==> src/hdl/cna_sqrt.sv <==
module cna_sqrt #(
    parameter int IN_W = 32,
    parameter int FRAC = 16
)
(
    input  logic                       clk,
    input  logic                       en,
    input  logic [IN_W-1:0]            sq,
    output logic [IN_W/2+FRAC-1:0]     root
);
    localparam int RT_W = IN_W / 2 + FRAC;
    localparam int XW   = 2 * RT_W;

    // one root bit per stage, radicand bit pairs shift out of the top
    logic [XW-1:0]   x_reg    [RT_W];
    logic [RT_W+1:0] rem_reg  [RT_W];
    logic [RT_W-1:0] root_reg [RT_W];

    genvar k;
    generate
        for (k = 0; k < RT_W; k++)
        begin : g_stage
            logic [XW-1:0]   x_in;
            logic [RT_W+1:0] r_in;
            logic [RT_W-1:0] q_in;
            logic [RT_W+3:0] t, trial;
            logic            ge;

            if (k == 0)
            begin : g_first
                assign x_in = {sq, (2*FRAC)'(0)};
                assign r_in = '0;
                assign q_in = '0;
            end
            else
            begin : g_next
                assign x_in = x_reg[k-1];
                assign r_in = rem_reg[k-1];
                assign q_in = root_reg[k-1];
            end

            assign t     = {r_in, x_in[XW-1:XW-2]};
            assign trial = (RT_W+4)'({q_in, 2'b01});
            assign ge    = (t >= trial);

            always_ff @(posedge clk)
            begin
                if (en)
                begin
                    x_reg[k]    <= {x_in[XW-3:0], 2'b00};
                    rem_reg[k]  <= ge ? (RT_W+2)'(t - trial) : (RT_W+2)'(t);
                    root_reg[k] <= {q_in[RT_W-2:0], ge};
                end
            end
        end
    endgenerate

    assign root = root_reg[RT_W-1];

endmodule

==> config.mk <==
export PLATFORM = sky130hd
export DESIGN_NAME = cna_sqrt
export DESIGN_NICKNAME = d
export VERILOG_FILES = /design/src/hdl/cna_sqrt.sv
export SDC_FILE = /design/constraint.sdc
export NUM_CORES = 2
export LEC_CHECK = 0
export ABC_AREA = 1
export BUFFER_PORTS_ARGS = -buffer_cell sky130_fd_sc_hd__clkbuf_2
export CORE_MARGIN = 2
export CORE_UTILIZATION = 50
export DETAILED_ROUTE_END_ITERATION = 8
export PLACE_DENSITY = 0.76
export SYNTH_ARGS = -nofsm -noshare
export SYNTH_HDL_FRONTEND = slang
export SYNTH_MEMORY_MAX_BITS = 65536
export SYNTH_SLANG_ARGS = --single-unit
==> constraint.sdc <==
create_clock -name clk -period 3.39 [get_ports clk]
set_clock_uncertainty 0.15 [all_clocks]
set_input_delay 0.5085 -clock clk [delete_from_list [all_inputs] [get_ports clk]]
set_output_delay 0.5085 -clock clk [all_outputs]
set_load 0.03 [all_outputs]
==> results.toml <==
[floorplan]
fp.dieW_um = 483
num_io_pins = 66
die-height_um = 483
fp-row-count = 175
initial_core_util_pct = 50.4
dieArea_sq_um = 234000
fp.coreArea_sq_um = 228000

[finish]
multi_input_area_sq_um = 50500
layout.cells.non_filler = 18400
synthToLayoutAreaGrowth_pct = 9.71
fillers = 21300
largest_reg_flops = 988
nets = 15800
layout_commonest_cell = "nand2_1"
most-common-layout-cells = "nand2_1, inv_1, edfxtp_1"
seq_area_sq_um = 52700
layout-drive-gt1-share_pct = 4.69

[placed_design]
dpl.cell_count = 18000
place_congestion = 0.986
dp_hpwl_um = 266000
numPortBuffers = 65

[setup_path]
crit_required_ps = 3790
arrival_ps = 3430
critPathMaxStageDelay_ps = 460
end_kind = "flop"
cp-start-kind = "flop"
worstPathCellList = "ha_1, fa_1, nand3_1, nand2_1, nand2_1, nand2_1, nand2_1, nand2_2, nand2_2, nand3_4, inv_2, a21oi_1"
cp_common_cell = "nand2_1"
crit_buf_inv = 1
critPathMaxFanout = 28
crit_slowest_cell = "edfxtp_1"
path_delay_family = "simple AND/OR/NAND/NOR gates"
crit_type = "reg -> reg"

[routing]
antenna_left = 0
first_pass_iters = 9
wirelength_um = 333000
vias = 96700
drt_iter0_markers = 9189
wl_per_cell_um = 18.2
drc = 0
routed_via_density = 5.27

[sta]
post-route-period-util_pct = 89.5
tightest_slew_ps = 886
setup_viol = 0
period_minus_slack_ps = 3030
rsz0062_at_grt = "false"
relSlewSlack_pct = 40.3
fmax_mhz = 330
hold_viol = 0
finalMaxSlewViolations = 0
timing.setup.tns_ps = 0

[synthesis]
ys.flop_type = "edfxtp_1"
syn_area_per_cell_sq_um = 7.70
synth_warnings = 0
netlist_top_cells_area = "edfxtp_1, nand2_1, inv_1"
seq_area_frac_synth_pct = 45.9
synth_cells = 14900
synthesis.area_sq_um = 115000
synth_top_area_share_pct = 45.9
yosysUniqueCellTypes = 58
ys_ff_latch = 1756
synth_top_area_cell = "edfxtp_1"
synth_edf_count = 1756
syn-num-nets = 15500
async_flop_share_pct = 0

[run]
drv_cap = 0

[pwr]
p_int_w = 0.0468
pwr-share-clk_pct = 29.4
switching_power_w = 0.0265
seq_power_share_pct = 41.7
combinationalPowerShare_pct = 28.9
power_density_nw_per_um2 = 581
irDropWorstVdd_v = 0.000530
p_leak_nw = 60.2
p_sw_share_pct = 36.2

[grt]
antenna_found_initial = 3
grt_pass1_wl_um = 516000
grtUsageTotal_pct = 28.0
grt_pass1_vias = 91100
grt_max_degree = 123
overflow = 0

[cts]
cts_tree = "built"
clockRootBuffer = "clkbuf_16"
htreeDepth = 4
cts-buffers-inserted = 187
cts_sinks = 1756
clk_path_buf_depth = 3
post_cts_buffers = 0
clk_pin_slew_ps = 60
cts-resized-gates = 0
worstSkewPairLatency_ps = 900

[hold_path]
hold_class = "in -> reg"

[run_status]
run_status = "finished, final reports clean"
## power by group through the flow
| stage | logic [W] | clock network (W) | registers [W] |
|---|---|---|---|
| CTS | 0.0209 | 0.0219 | 0.0305 |
| global placement | 0.0206 | 0 | 0.0309 |
| global route | 0.0240 | 0.0228 | 0.0307 |
| detailed placement | 0.0207 | 0 | 0.0309 |
| floorplan | 0.0151 | 0 | 0.0293 |
| finish | 0.0212 | 0.0216 | 0.0305 |
## cells in the mapped netlist (31+ instances only)
master	count
a21oi_1	508
a21oi_2	40
and2_1	58
buf_2	59
buf_4	47
buf_6	38
edfxtp_1	1756
ha_1	531
inv_1	2803
nand2_1	5011
nand2_2	33
nand3_1	1127
nand3b_1	89
nand4_1	262
nor2_1	1278
nor2_2	42
nor3_1	225
o21ai_0	268
o21ai_1	76
or2_2	31
xnor2_1	132
xor2_1	296
## cell type report
class / instances / share of cell area (%)
multi-input cells: 10200 / 40.0
flip-flops and latches: 1756 / 41.8
clock buffers: 210 / 3.78
diodes: 1 / 0.00198
clock inverters: 140 / 1.37
repair buffers: 221 / 1.59
well taps: 3009 / 2.99
inverters: 2824 / 8.42
## cell families (layout without fill, tap and decap cells)
group                    after synthesis  in the layout  synth area share (%)
other                                  1              2               0.00326
XOR/XNOR                             428            428                  3.26
AO/OA/AOI/OAI                        961            961                  4.50
adder cells (fa/ha/maj)              546            546                  6.04
buffers and inverters               2974           3395                  10.2
flip-flops                          1756           1756                  45.9
AND/OR/NAND/NOR                     8253           8253                  30.1
## worst paths after layout
check,cells after the start,start,end,slack [ps]
setup / recovery,12,rem_reg[17][0],rem_reg[18][25],360
hold / removal,2,sq[27],x_reg[0][59],170
setup reg to reg,12,rem_reg[17][0],rem_reg[18][25],360
hold reg to reg,0,x_reg[0][55],x_reg[1][57],260
## per-layer routing
metal | wire length (um) | GRT usage (%)
met1 | 141000 | 36.8
met2 | 160000 | 48.0
met3 | 20400 | 2.99
met4 | 12300 | 9.44
met5 | 0 | 0
## what timing repair did
action / CTS / global route
setup endpoints to repair: 0 / 0
hold buffers: 34 / 0
hold endpoints to repair: 66 / 0
## metrics by stage
step           total power (W)  instance area [sq um]  hold slack [ps]  util [%]  worst slack [ps]
3_3_place_gp            0.0516                 119000              250      52.3               316
4_1_cts                 0.0733                 126000              102      55.3               314
6_report                0.0733                 126000              174      55.3               358
5_1_grt                 0.0775                 126000              137      55.3               136
2_1_floorplan           0.0444                 115000              250         -               902
3_5_place_dp            0.0517                 119000              255      52.3               321
Power figures use the tool's default switching activity.
